===== src/sv/page_frame_replacement_core_defines.svh =====
// ----------------------------------------------------------------------------
// page frame replacement core assertion macros
// concurrent assertion helpers, clocked on clk_i and disabled in reset
// ----------------------------------------------------------------------------
`ifndef PAGE_FRAME_REPLACEMENT_CORE_DEFINES_SVH
`define PAGE_FRAME_REPLACEMENT_CORE_DEFINES_SVH

// same-cycle implication
`define PFR_ASSERT_IMP(name, ante, cons) \
  name: assert property (@(posedge clk_i) disable iff (!rst_ni) (ante) |-> (cons)) \
    else $error("pfr assertion failed");

// next-cycle implication
`define PFR_ASSERT_NEXT(name, ante, cons) \
  name: assert property (@(posedge clk_i) disable iff (!rst_ni) (ante) |=> (cons)) \
    else $error("pfr assertion failed");

`endif


===== src/sv/pfr_pkg.sv =====
// ----------------------------------------------------------------------------
// pfr_pkg
// shared widths, codes and types of the page frame replacement core
// ----------------------------------------------------------------------------
`default_nettype none

package pfr_pkg;

  localparam int PidW      = 2;
  localparam int AddrW     = 16;
  localparam int RndW      = 31;
  localparam int TsW       = 32;
  localparam int CntW      = 32;
  localparam int SumW      = 48;
  localparam int FrameIdxW = 6;
  localparam int FifoW     = 6;
  localparam int FcW       = 7;
  localparam int PolW      = 2;
  localparam int CfgW      = 16;
  localparam int CfgIdxW   = 2;
  localparam int DivW      = 32;
  localparam int DivisorW  = 16;
  localparam int DivStepW  = 6;
  localparam int InDataW   = 56;
  localparam int OutDataW  = 160;

  localparam logic [CfgIdxW-1:0] RegPageSize  = 2'd0;
  localparam logic [CfgIdxW-1:0] RegFrameCnt  = 2'd1;
  localparam logic [CfgIdxW-1:0] RegPolicy    = 2'd2;

  localparam logic [PolW-1:0] PolLru    = 2'd0;
  localparam logic [PolW-1:0] PolRandom = 2'd1;
  localparam logic [PolW-1:0] PolFifo   = 2'd2;

  typedef struct packed {
    logic                valid;
    logic [PidW-1:0]     owner;
    logic [AddrW-1:0]    base;
    logic [TsW-1:0]      last_use;
    logic [TsW-1:0]      load_time;
  } pfr_entry_t;

  typedef struct packed {
    logic                start;
    logic [DivW-1:0]     dividend;
    logic [DivStepW-1:0] steps;
    logic [DivisorW-1:0] divisor;
  } pfr_div_req_t;

  typedef struct packed {
    logic                done;
    logic [DivisorW-1:0] rem;
  } pfr_div_rsp_t;

endpackage

`default_nettype wire


===== src/sv/pfr_divider.sv =====
// ----------------------------------------------------------------------------
// pfr_divider
// restoring remainder unit, one quotient bit per cycle from the msb down
// ----------------------------------------------------------------------------
`default_nettype none

module pfr_divider
  import pfr_pkg::*;
(
  input  wire logic         clk_i,
  input  wire logic         rst_ni,
  input  wire pfr_div_req_t req_i,
  output pfr_div_rsp_t      rsp_o
);

  logic                busy_q;
  logic                done_q;
  logic [DivStepW-1:0] cnt_q;
  logic [DivW-1:0]     dvd_q;
  logic [DivisorW-1:0] div_q;
  logic [DivisorW-1:0] rem_q;
  logic [DivisorW-1:0] rem_d;
  logic [DivisorW:0]   trial;
  logic [DivisorW:0]   diff;

  always_comb begin
    trial = {rem_q, dvd_q[DivW-1]};
    diff  = trial - {1'b0, div_q};
    if (trial >= {1'b0, div_q}) begin
      rem_d = diff[DivisorW-1:0];
    end else begin
      rem_d = trial[DivisorW-1:0];
    end
  end

  always_ff @(posedge clk_i or negedge rst_ni) begin
    if (!rst_ni) begin
      busy_q <= 1'b0;
      done_q <= 1'b0;
      cnt_q  <= '0;
    end else begin
      done_q <= 1'b0;
      if (req_i.start) begin
        busy_q <= 1'b1;
        cnt_q  <= req_i.steps;
      end else if (busy_q) begin
        cnt_q <= cnt_q - DivStepW'(1);
        if (cnt_q == DivStepW'(1)) begin
          busy_q <= 1'b0;
          done_q <= 1'b1;
        end
      end
    end
  end

  always_ff @(posedge clk_i) begin
    if (req_i.start) begin
      dvd_q <= req_i.dividend;
      div_q <= req_i.divisor;
      rem_q <= '0;
    end else if (busy_q) begin
      dvd_q <= {dvd_q[DivW-2:0], 1'b0};
      rem_q <= rem_d;
    end
  end

  assign rsp_o.done = done_q;
  assign rsp_o.rem  = rem_q;

endmodule

`default_nettype wire


===== config.mk =====
export PLATFORM = sky130hd
export DESIGN_NAME = pfr_divider
export DESIGN_NICKNAME = d
export VERILOG_FILES = /design/src/sv/page_frame_replacement_core_defines.svh /design/src/sv/pfr_pkg.sv /design/src/sv/pfr_divider.sv
export SDC_FILE = /design/constraint.sdc
export NUM_CORES = 1
export LEC_CHECK = 0
export ABC_AREA = 1
export BUFFER_PORTS_ARGS = -buffer_cell sky130_fd_sc_hd__buf_2
export CAP_MARGIN = 30
export CORE_MARGIN = 2
export CORE_UTILIZATION = 55
export DETAILED_ROUTE_END_ITERATION = 10
export HOLD_SLACK_MARGIN = 0.05
export PLACE_DENSITY = 0.83
export SYNTH_ARGS = -nofsm -noshare
export SYNTH_HDL_FRONTEND = slang
export SYNTH_SLANG_ARGS = --single-unit

===== constraint.sdc =====
create_clock -name clk_i -period 3.9 [get_ports clk_i]
set_input_delay 0 -clock clk_i [delete_from_list [all_inputs] [get_ports clk_i]]
set_output_delay 0 -clock clk_i [all_outputs]
set_load 0.02 [all_outputs]

==> results.txt, run 1 <==
----------------------------------------------------
[Status]
  Outcome ... finished clean

[Pwr]
  Net switching power figure ... 0.00137 W
  Power per cell area ... 584 nW/µm²
  Switching Fraction ... 43.4%
  Share of power burned in registers ... 33.9%
  Portion of total power attributed to the clock network ... 17.2%
  Internal power ... 0.00179 W
  Comb pwr share ... 49.0%
  VDD IR-drop max ... 366 µV
  Static leakage ... 2.81 nW

[Global routing]
  Total gr overflow ... 0
  Wire length of the first global-routing pass ... 18,200 µm
  Number of antenna violations at the first check in global routing ... 0
  Total global routing track utilization ... 27.4%
  Number of global-route vias before repair ... 4,088
  Maximum number of pins on one net before global-route repair ... 41

[Clock tree]
  Insertion delay of the later-clocked pin in the worst-skew pair ... 350 ps
  Max Buffers Root-to-Sink ... 2
  Number of clock sinks ... 72
  # H-tree levels ... 3
  CTS Buf Count ... 9
  Post-CTS sizing ... 0
  CTS root buffer ... clkbuf_8
  Clock tree from TritonCTS ... built
  CTS clock-pin slew for the worst setup and hold paths ... 80 ps

[Floorplanning]
  Total die area ... 8400 µm²
  Horiz. Die Dim ... 91.7 µm
  Initial standard-cell utilization of the core ... 57.7%
  Row count ... 31
  I/O pin count ... 74
  Y dimension of the die ... 91.7 µm
  Standard cell core area ... 7330 µm²

[Routing]
  Number of vias per cell ... 5.19
  Number of nets still failing antenna checks after routing ... 0
  Number of DRC violations after detailed-routing iteration 0 ... 357
  Total detailed-routing wirelength ... 10,800 µm
  First-pass iteration count of the detailed router ... 5
  Wire length per cell ... 14.0 µm
  Routed vias ... 3,994
  Remaining DRCs ... 0

[Cells and area]
  Area growth, synth to finish ... 27.8%
  Number of inserted diodes ... 0
  Post-route insts no fill ... 769
  Fraction of final layout cells sized beyond drive strength 1 ... 17.5%
  Final cell utilization of the core ... 73.7%
  Final-layout fill cell count ... 520
  Final net count ... 741

[Worst setup path]
  R2r startpoint ... dvd_q[31]$_DFFE_PP_
  CP Max Fanout ... 4
  Slowest Stage Delay on Critical Path ... 430 ps
  Register-to-register path setup slack ... 1820 ps
  Worst reg2reg endpoint ... rem_q[6]$_SDFFE_PP0P_
  Critical path required time ... 4140 ps
  Logic depth of the worst register-to-register path ... 12
  Kind of cell with the highest combined delay on the critical path ... simple AND/OR/NAND/NOR gates
  Worst path bufs/invs ... 2
  Crit path DAT ... 2330 ps
  Startpoint class of the critical path ... flip-flop
  Cell type with the highest occurrence count on the critical path ... nand2_1
  Series of cell instances along the critical path ... inv_1, ha_1, inv_1, fa_1, nand3_1, nand3_1, nand2_1, nand2_1, xnor2_1, nand2_1, nand3_1, nand2_1
  Endpoint kind of the worst setup timing path ... flip-flop
  Worst Path Class, Setup ... flip-flop to flip-flop
  Cell at the slowest stage of the critical path ... fa_1

[STA]
  Post-Route Skew ... 12.4 ps
  Upper clock frequency limit ... 480 MHz
  Final setup violation count ... 0
  Actual transition at the worst max-transition pin ... 925 ps
  Unrepaired setup endpoints after global routing ... false
  Hold violation total from the final report ... 0
  Setup tns final ... 0 ps
  Relative slew slack ... 38.3%
  Final critical-path required period ... 2080 ps
  Fraction of the cycle the final worst path needs ... 53.4%
  Post-route worst setup slack ... 1820 ps
  Max-slew violation count ... 0

[Synth]
  Distinct cells, synth ... 40
  Leading post-synthesis cells by cell area ... edfxtp_1 34%, nand2_1 20%, dfxtp_1 7.6%
  Top cells by count, synth ... 224 x nand2_1, 73 x inv_1, 48 x edfxtp_1, 42 x nand3_1, 18 x ha_1
  Async SR Flop Fraction ... 11.1%
  Share of the synthesized area in the top cell type ... 34.1%
  Flip-flop and latch count after synthesis ... 72
  Commonest register cell after synthesis ... edfxtp_1
  Mean area per synthesized cell ... 7.90 µm²
  Sequential share of the synthesized area ... 46.4%
  Number of instances in the synthesized netlist ... 535
  Most instantiated library cell after synthesis ... nand2_1
  Synth area leader ... edfxtp_1
  Nets in the synthesized netlist ... 611
  Post-synth design cell area ... 4230 µm²
  Warnings from Yosys ... 0
  Number of flops mapped to enable cells by yosys ... 48

[Place]
  PortBufs ... 73
  Total placed cells including tap cells ... 697
  GPL Wtd Cong ... 0.886
  Pre-CTS setup slack ... 1860 ps
  DP Wirelength ... 6650 µm

[Flow run]
  Max Cap Viol ... 0

[Worst hold path]
  HP Class ... input port to flip-flop
  Hold endpoint ... div_q[2]$_DFFE_PP_
  Hold Path Stages ... 1
  Worst hold start ... req_i[54]

----------------------------------------------------
## worst reg2reg max path, delay by kind of cell (launching register included)
family	cells	cell delay [ps]
AND/OR/NAND/NOR	7	670
adder cells (fa/ha/maj)	2	580
flip-flops	1	370
XOR/XNOR	1	180
buffers and inverters	2	170
## placed cells by master, fill, tap and decap left out, drive strengths merged, types with 2 or more instances in the layout
cell type	netlist	final
a21oi	10	10
buf	6	76
clkbuf	7	10
clkinv	1	5
dfrtp	8	8
dfxtp	16	16
dlygate4sd3	0	56
edfxtp	48	48
ha	18	18
inv	76	77
nand2	234	234
nand3	44	44
nand3b	6	6
nand4	6	6
nor2	23	23
nor3	3	3
o211ai	5	5
o21ai	6	6
or2	2	2
xnor2	6	6
xor2	5	5
## worst max-delay path by stage
stage,start,endpoint,cells past startpoint
6_report,dvd_q[31]$_DFFE_PP_,rem_q[6]$_SDFFE_PP0P_,12
5_1_grt,dvd_q[31]$_DFFE_PP_,rem_q[14]$_SDFFE_PP0P_,14
4_1_cts,dvd_q[31]$_DFFE_PP_,rem_q[6]$_SDFFE_PP0P_,12
3_5_place_dp,dvd_q[31]$_DFFE_PP_,rem_q[8]$_SDFFE_PP0P_,11
3_3_place_gp,dvd_q[31]$_DFFE_PP_,rem_q[14]$_SDFFE_PP0P_,14
2_1_floorplan,busy_q$_DFF_PN0_,cnt_q[1]$_DFFE_PN0P_,3
## metrics by stage
| stage | hold WS [ps] | total power [W] | area [µm²] |
|---|---|---|---|
| floorplan | -296 | 0.00222 | 4230 |
| global placement | -151 | 0.00250 | 4660 |
| detailed placement | -146 | 0.00254 | 4660 |
| CTS | 89.9 | 0.00314 | 5400 |
| global route | 101 | 0.00340 | 5400 |
| finish | 104 | 0.00316 | 5400 |
## repair_timing
| item | in CTS | in global routing |
|---|---|---|
| endpoints found under the hold margin | 62 | 0 |
| hold buffers | 56 | 0 |
| buffers inserted | 0 | 0 |
## routing by layer
| layer | part of all wire (%) | global-route usage, % |
|---|---|---|
| met1 | 39 | 31.9 |
| met3 | 8.0 | 6.00 |
| met4 | 2.1 | 10.4 |
| met5 | 0 | 0 |
| met2 | 51 | 49.3 |
## cell type report
type / count / area (µm²) / share of cell area, %
Multi-Input combinational cell: 373 / 1900 / 35.2
Sequential cell: 72 / 1960 / 36.3
Clock buffer: 10 / 138 / 2.55
Clock inverter: 6 / 42.5 / 0.787
Timing Repair Buffer: 132 / 948 / 17.6
Inverter: 77 / 289 / 5.35
Tap cell: 99 / 124 / 2.29
## sequential cells by signal (all words and copies together), names as in the netlist
register / count
rem_q: 16
cnt_q: 6
div_q: 16
dvd_q: 32
done_q: 1
busy_q: 1
## kinds of logic (layout without fill, tap and decap cells)
family,count (synthesis),in the layout,share of synthesized area [%]
simple gates,320,320,33.6
buf+inv,90,225,8.64
flops,72,72,46.4
compound gates,23,23,3.26
fa+ha+maj,19,19,5.80
xor+xnor,11,11,2.28
## power groups by stage
stage,registers [W],logic [W],clock network [W]
after floorplan,0.00115,0.00107,0
after global placement,0.00108,0.00142,0
after detailed placement,0.00108,0.00146,0
after CTS,0.00107,0.00152,0.000553
after global routing,0.00108,0.00174,0.000581
final,0.00107,0.00155,0.000543
No activity file was read; power rests on OpenSTA's default activity.
==> run 2, diff against run 1 <==
--- a/config.mk
+++ b/config.mk
@@ -9,10 +9,10 @@
 export BUFFER_PORTS_ARGS = -buffer_cell sky130_fd_sc_hd__buf_2
 export CAP_MARGIN = 30
 export CORE_MARGIN = 2
-export CORE_UTILIZATION = 55
+export CORE_UTILIZATION = 51
 export DETAILED_ROUTE_END_ITERATION = 10
 export HOLD_SLACK_MARGIN = 0.05
-export PLACE_DENSITY = 0.83
+export PLACE_DENSITY = 0.81
 export SYNTH_ARGS = -nofsm -noshare
 export SYNTH_HDL_FRONTEND = slang
 export SYNTH_SLANG_ARGS = --single-unit
==> constraint.sdc (replaced) <==
create_clock -name clk_i -period 1.7 [get_ports clk_i]
set_input_delay 0 -clock clk_i [delete_from_list [all_inputs] [get_ports clk_i]]
set_output_delay 0 -clock clk_i [all_outputs]
set_load 0.02 [all_outputs]
==> run 2 against run 1 <==
The flow now finishes with violations (negative setup slack). Final cell count is 11% higher. Die area is 7.5% higher. First-iteration DRC count is 4.5% higher. Largest cell class is now multi-input gates. Highest routed layer unchanged. Largest power group unchanged.
==> results.txt, run 2 (synthesis gave the netlist of run 1 again) <==
----------------------------------------------------
[Status]
  Outcome ... complete, but fails checks
  Failing checks ... negative setup slack

[Place]
  Total placed cells including tap cells ... 764 (+9.6%)
  PortBufs ... 73 (unchanged)
  DP Wirelength ... 7550 µm (+13%)
  GPL Wtd Cong ... 0.909 (+2.6%)

[Worst setup path]
  Crit path DAT ... 2260 ps (-70 ps)
  Startpoint class of the critical path ... flip-flop
  Logic depth of the worst register-to-register path ... 13 (+1)
  Critical path required time ... 2010 ps (-2130 ps)
  Endpoint kind of the worst setup timing path ... flip-flop
  Worst Path Class, Setup ... flip-flop to flip-flop
  CP Max Fanout ... 4 (unchanged)

[Floorplanning]
  Total die area ... 9030 µm² (+7.5%)
  Initial standard-cell utilization of the core ... 52.0% (-5.7 points)
  Row count ... 33 (+6.5%)
  Y dimension of the die ... 95.1 µm (+3.7%)
  I/O pin count ... 74 (unchanged)
  Horiz. Die Dim ... 95.1 µm (+3.7%)
  Standard cell core area ... 8130 µm² (+11%)

[Cells and area]
  Final net count ... 820 (+11%)
  Area growth, synth to finish ... 60.1%
  Fraction of final layout cells sized beyond drive strength 1 ... 41.7% (+24 points)
  Number of inserted diodes ... 0 (unchanged)
  Largest registers ranked by flip-flop count ... dvd_q: 32 flops, div_q: 16 flops, rem_q: 16 flops
  Final-layout fill cell count ... 419 (-19%)
  Biggest register ... dvd_q
  Most frequent cells in the layout ... 186 x nand2_1, 73 x buf_2, 71 x buf_4
  Post-route insts no fill ... 854 (+11%)
  Number of flip-flops in the largest register ... 32 (unchanged)
  Leading cell type in the layout, fill and taps excluded ... nand2_1

[STA]
  Post-Route Skew ... 17.9 ps (+5.53 ps)
  Upper clock frequency limit ... 511 MHz (+6.5%)
  Fraction of the cycle the final worst path needs ... 115% (+62 points)
  Final setup violation count ... 16 (+16)
  Final critical-path required period ... 1960 ps (-128 ps)
  Post-route worst setup slack ... -257 ps (-2070 ps)
  Max-slew violation count ... 0 (unchanged)
  Actual transition at the worst max-transition pin ... 483 ps (-442 ps)
  Hold violation total from the final report ... 0 (unchanged)
  Relative slew slack ... 67.8% (+30 points)
  Unrepaired setup endpoints after global routing ... true

[Worst hold path]
  Hold Path Stages ... 2 (+1)
  HP Class ... input port to flip-flop

[Routing]
  Total detailed-routing wirelength ... 15,300 µm (+41%)
  Remaining DRCs ... 0 (unchanged)
  Number of vias per cell ... 5.53 (+6.5%)
  First-pass iteration count of the detailed router ... 6 (+1)
  Number of nets still failing antenna checks after routing ... 0 (unchanged)
  Wire length per cell ... 17.9 µm (+27%)
  Routed vias ... 4,722 (+18%)
  Number of DRC violations after detailed-routing iteration 0 ... 373 (+4.5%)

[Clock tree]
  Max Buffers Root-to-Sink ... 2 (unchanged)
  Number of clock sinks ... 72 (unchanged)
  CTS Buf Count ... 9 (unchanged)
  Insertion delay of the later-clocked pin in the worst-skew pair ... 360 ps (about the same)
  CTS clock-pin slew for the worst setup and hold paths ... 100 ps (+20 ps)
  # H-tree levels ... 3 (unchanged)
  CTS root buffer ... clkbuf_8
  Clock tree from TritonCTS ... built

[Pwr]
  Power per cell area ... 1600 nW/µm² (+170%)
  Static leakage ... 3.37 nW (+20%)
  Post-layout power ... 0.0108 W (+240%)
  VDD IR-drop max ... 697 µV (+91%)

[Global routing]
  Number of global-route vias before repair ... 4,626 (+13%)
  Wire length of the first global-routing pass ... 21,300 µm (+17%)
  Met3 track utilization from global routing ... 5.93% (-0.070 points)
  Total global routing track utilization ... 31.0% (+3.5 points)
  Maximum number of pins on one net before global-route repair ... 42 (+2.4%)
  Met2 Use GR ... 55.7% (+6.4 points)
  Number of antenna violations at the first check in global routing ... 0 (unchanged)
  Busiest grt layer ... met2
  Met1 track utilization from global routing ... 35.2% (+3.3 points)
  Total gr overflow ... 0 (unchanged)

[Flow run]
  Max Cap Viol ... 0 (unchanged)

----------------------------------------------------
-- run 2: cell type report --
class / instances / area (µm²) / area share, %
clock buffers: 9 / 124 / 1.83
clock inverters: 7 / 125 / 1.85
flip-flops and latches: 72 / 1980 / 29.2
inverters: 77 / 290 / 4.29
multi-input cells: 375 / 2510 / 37.1
well taps: 105 / 131 / 1.94
repair buffers: 209 / 1610 / 23.7
-- run 2: worst paths after layout --
kind                                         from                     end  slack, ps
hold / removal                           req_i[1]      div_q[1]$_DFFE_PP_        340
max in group asynchronous                  rst_ni    cnt_q[0]$_DFFE_PN0P_        810
setup reg to reg              dvd_q[31]$_DFFE_PP_  rem_q[12]$_SDFFE_PP0P_       -260
min in group asynchronous                  rst_ni    cnt_q[5]$_DFFE_PN0P_        620
hold reg to reg            rem_q[15]$_SDFFE_PP0P_  rem_q[15]$_SDFFE_PP0P_        490
setup / recovery              dvd_q[31]$_DFFE_PP_  rem_q[12]$_SDFFE_PP0P_       -260
-- run 2: power by group --
group	leakage (nW)	switching, W	internal [W]
sequential	0.741	0.000246	0.00225
clock	0.125	0.000768	0.000994
combinational	2.50	0.00366	0.00291
-- run 2: worst max-delay path, stage by stage (launching register included) --
cell	delay, ps
edfxtp_1	400
inv_2	90
ha_4	130
inv_2	40
fa_2	370
nand3_2	110
nand3_4	120
nand3_2	120
nand3_1	80
nand2_1	90
nand2_1	100
nand2_1	90
nand3_1	80
nand2_1	80
-- run 2: repair_timing --
item,4_1_cts,5_1_grt
setup buffers,11,4
cloned,2,0
pin swaps,34,41
hold buffers,57,0
hold endpoints to repair,64,0
gates resized for setup,52,70
endpoints found under the setup margin,16,16
-- run 2: metrics by stage --
step	cell area, µm²	hold WS (ps)	utilization [%]	setup WS, ps	setup TNS (ps)
floorplan	4410	-296	-	-31.0	-51.0
global placement	5320	-148	65.4	-107	-1230
detailed placement	5320	-148	65.4	-186	-2320
CTS	6460	334	79.4	-157	-1590
global route	6770	351	83.2	-300	-4070
finish	6770	342	83.2	-257	-2810
-- run 2: per-layer routing --
metal  part of all wire, %  vias to the layer above
met5                     0                        -
met4                   5.6                        0
met3                   7.8                       94
met2                    50                      316
met1                    37                     2192
li1                      -                     2120
==> run 3, diff against run 2 <==
--- a/config.mk
+++ b/config.mk
@@ -9,10 +9,10 @@
 export BUFFER_PORTS_ARGS = -buffer_cell sky130_fd_sc_hd__buf_2
 export CAP_MARGIN = 30
 export CORE_MARGIN = 2
-export CORE_UTILIZATION = 51
+export CORE_UTILIZATION = 32
 export DETAILED_ROUTE_END_ITERATION = 10
 export HOLD_SLACK_MARGIN = 0.05
-export PLACE_DENSITY = 0.81
+export PLACE_DENSITY = 0.56
 export SYNTH_ARGS = -nofsm -noshare
 export SYNTH_HDL_FRONTEND = slang
 export SYNTH_SLANG_ARGS = --single-unit
==> run 3 against run 2 <==
Largest power group unchanged. Global-route usage is 14 points lower. Sequential power hardly changed. The run still ends with negative setup slack left. Die area is 57% higher.
==> results.txt, run 3 (synthesis gave the netlist of run 1 again) <==
----------------------------------------------------
[Worst setup path]
  Critical path required time ... 1980 ps (-30 ps)
  R2r startpoint ... div_q[12]$_DFFE_PP_
  CP Max Fanout ... 8 (+4)
  Endpoint kind of the worst setup timing path ... flip-flop
  Crit path DAT ... 2070 ps (-190 ps)
  Series of cell instances along the critical path ... inv_2, ha_4, nand2_4, inv_2, nand2_2, nand2_2, nand2_2, nand2_4, nor2_8, buf_6, nand2_8, nand2_2, nand3_1, nand2_1
  Logic depth of the worst register-to-register path ... 14 (+1)
  Startpoint class of the critical path ... flip-flop
  Register-to-register path setup slack ... -100 ps (+160 ps)
  Kind of cell with the highest combined delay on the critical path ... simple AND/OR/NAND/NOR gates
  Cell type with the highest occurrence count on the critical path ... nand2_2
  Slowest Stage Delay on Critical Path ... 380 ps (-20 ps)
  Worst reg2reg endpoint ... rem_q[7]$_SDFFE_PP0P_
  Cell at the slowest stage of the critical path ... edfxtp_1
  Worst path bufs/invs ... 3 (+1)
  Worst Path Class, Setup ... flip-flop to flip-flop

[Clock tree]
  CTS Buf Count ... 9 (unchanged)
  Insertion delay of the later-clocked pin in the worst-skew pair ... 340 ps (-20 ps)
  CTS root buffer ... clkbuf_16
  Number of clock sinks ... 72 (unchanged)
  Clock tree from TritonCTS ... built
  CTS clock-pin slew for the worst setup and hold paths ... 60 ps (-40 ps)
  Max Buffers Root-to-Sink ... 2 (unchanged)
  # H-tree levels ... 3 (unchanged)

[Worst hold path]
  HP Class ... input port to flip-flop
  Hold endpoint ... cnt_q[3]$_DFFE_PN0P_
  Worst hold start ... req_i[54]
  Hold Path Stages ... 4 (+2)

[Floorplanning]
  Row count ... 41 (+24%)
  Horiz. Die Dim ... 119 µm (+25%)
  Initial standard-cell utilization of the core ... 33.1% (-19 points)
  Total die area ... 14,100 µm² (+57%)
  Standard cell core area ... 12,800 µm² (+57%)
  I/O pin count ... 74 (unchanged)
  Y dimension of the die ... 119 µm (+25%)

[Cells and area]
  Area growth, synth to finish ... 58.2%
  Leading cell type in the layout, fill and taps excluded ... nand2_1
  Final net count ... 822 (+0.24%)
  Number of flip-flops in the largest register ... 32 (unchanged)
  Number of inserted diodes ... 0 (unchanged)
  Final-layout fill cell count ... 1,192 (+180%)
  Most frequent cells in the layout ... 196 x nand2_1, 75 x buf_4, 73 x buf_2
  Post-route insts no fill ... 923 (+8.1%)
  Fraction of final layout cells sized beyond drive strength 1 ... 37.7% (-4.0 points)
  Final cell utilization of the core ... 52.4% (-31 points)
  Largest registers ranked by flip-flop count ... dvd_q: 32 flops, div_q: 16 flops, rem_q: 16 flops
  Biggest register ... dvd_q

[STA]
  Fraction of the cycle the final worst path needs ... 106% (-9.4 points)
  Actual transition at the worst max-transition pin ... 382 ps (-102 ps)
  Unrepaired setup endpoints after global routing ... true
  Upper clock frequency limit ... 556 MHz (+8.9%)
  Post-route worst setup slack ... -97.3 ps (+159 ps)
  Final critical-path required period ... 1800 ps (-159 ps)
  Setup tns final ... -1250 ps (+1570 ps)
  Max-slew violation count ... 0 (unchanged)
  Post-Route Skew ... 7.89 ps (-10.0 ps)
  Final setup violation count ... 16 (unchanged)
  Relative slew slack ... 74.5% (+6.7 points)
  Hold violation total from the final report ... 0 (unchanged)

[Routing]
  Number of nets still failing antenna checks after routing ... 0 (unchanged)
  Number of vias per cell ... 4.50 (-19%)
  Number of DRC violations after detailed-routing iteration 0 ... 211 (-43%)
  Routed vias ... 4,157 (-12%)
  Total detailed-routing wirelength ... 11,700 µm (-23%)
  Wire length per cell ... 12.7 µm (-29%)
  First-pass iteration count of the detailed router ... 4 (-2)
  Remaining DRCs ... 0 (unchanged)

[Global routing]
  Maximum number of pins on one net before global-route repair ... 33 (-21%)
  Total gr overflow ... 0 (unchanged)
  Number of antenna violations at the first check in global routing ... 0 (unchanged)
  Total global routing track utilization ... 17.0% (-14 points)
  Wire length of the first global-routing pass ... 19,100 µm (-10%)
  Number of global-route vias before repair ... 4,188 (-9.5%)

[Pwr]
  Post-layout power ... 0.00982 W (-9.2%)
  Power per cell area ... 1470 nW/µm² (-8.1%)
  Static leakage ... 3.32 nW (-1.5%)
  VDD IR-drop max ... 551 µV (-21%)

[Place]
  Total placed cells including tap cells ... 837 (+9.6%)
  DP Wirelength ... 8300 µm (+9.9%)
  GPL Wtd Cong ... 0.856 (-5.8%)
  PortBufs ... 73 (unchanged)
  Pre-CTS setup slack ... -202 ps (-15.8 ps)

[Status]
  Outcome ... complete, but fails checks
  Failing checks ... negative setup slack

[Flow run]
  Max Cap Viol ... 0 (unchanged)

----------------------------------------------------
## run 3: what timing repair did
action                     4_1_cts  5_1_grt
setup endpoints to repair       16       16
resized for setup               31       47
cloned                           1        0
pin swaps                       15       19
setup buffers                    9        4
hold buffers                    56        0
hold endpoints to repair        62        0
## run 3: worst min-delay path, stage by stage
cell and delay, ps:
buf_2 150, nor2_2 80, nand2_1 60, o211ai_1 70
## run 3: final cells by class
class | count | area [µm²] | share of cell area [%]
clock buffer | 10 | 229 | 3.42
clock inverter | 6 | 36.3 | 0.542
inverter | 77 | 290 | 4.34
multi-input combinational | 374 | 2320 | 34.8
sequential | 72 | 1980 | 29.6
tap | 172 | 215 | 3.22
timing repair buffer | 212 | 1610 | 24.1
## run 3: through the flow
stage          hold slack [ps]  instance area, µm²
2_1_floorplan             -296                4410
3_3_place_gp              -148                5460
5_1_grt                    107                6690
3_5_place_dp              -147                5460
6_report                  79.4                6690
4_1_cts                   81.1                6510
## run 3: how the worst max path moves through the flow
stage                                         to  slack [ps]                 from  depth (start not counted)
after floorplan           rem_q[14]$_SDFFE_PP0P_         -30  dvd_q[31]$_DFFE_PP_                         14
after global placement    rem_q[14]$_SDFFE_PP0P_        -160  dvd_q[31]$_DFFE_PP_                         14
after detailed placement  rem_q[14]$_SDFFE_PP0P_        -200  dvd_q[31]$_DFFE_PP_                         14
after CTS                 rem_q[14]$_SDFFE_PP0P_        -110  div_q[10]$_DFFE_PP_                         13
after global routing      rem_q[14]$_SDFFE_PP0P_        -200  div_q[10]$_DFFE_PP_                         15
final                      rem_q[7]$_SDFFE_PP0P_        -100  div_q[12]$_DFFE_PP_                         14
## run 3: routing by layer
metal  up-vias  routed length, µm  GRT usage [%]
li1       2118                  -              -
met1      1935               5160           20.1
met2        85               5940           29.9
met3        19                445           4.31
met4         0                197           5.58
met5         -                  0              0
## run 3: report_power, final
group / switching (W) / internal [W]
sequential: 0.000233 / 0.00225
clock: 0.000743 / 0.000977
combinational: 0.00291 / 0.00271
total: 0.00389 / 0.00593
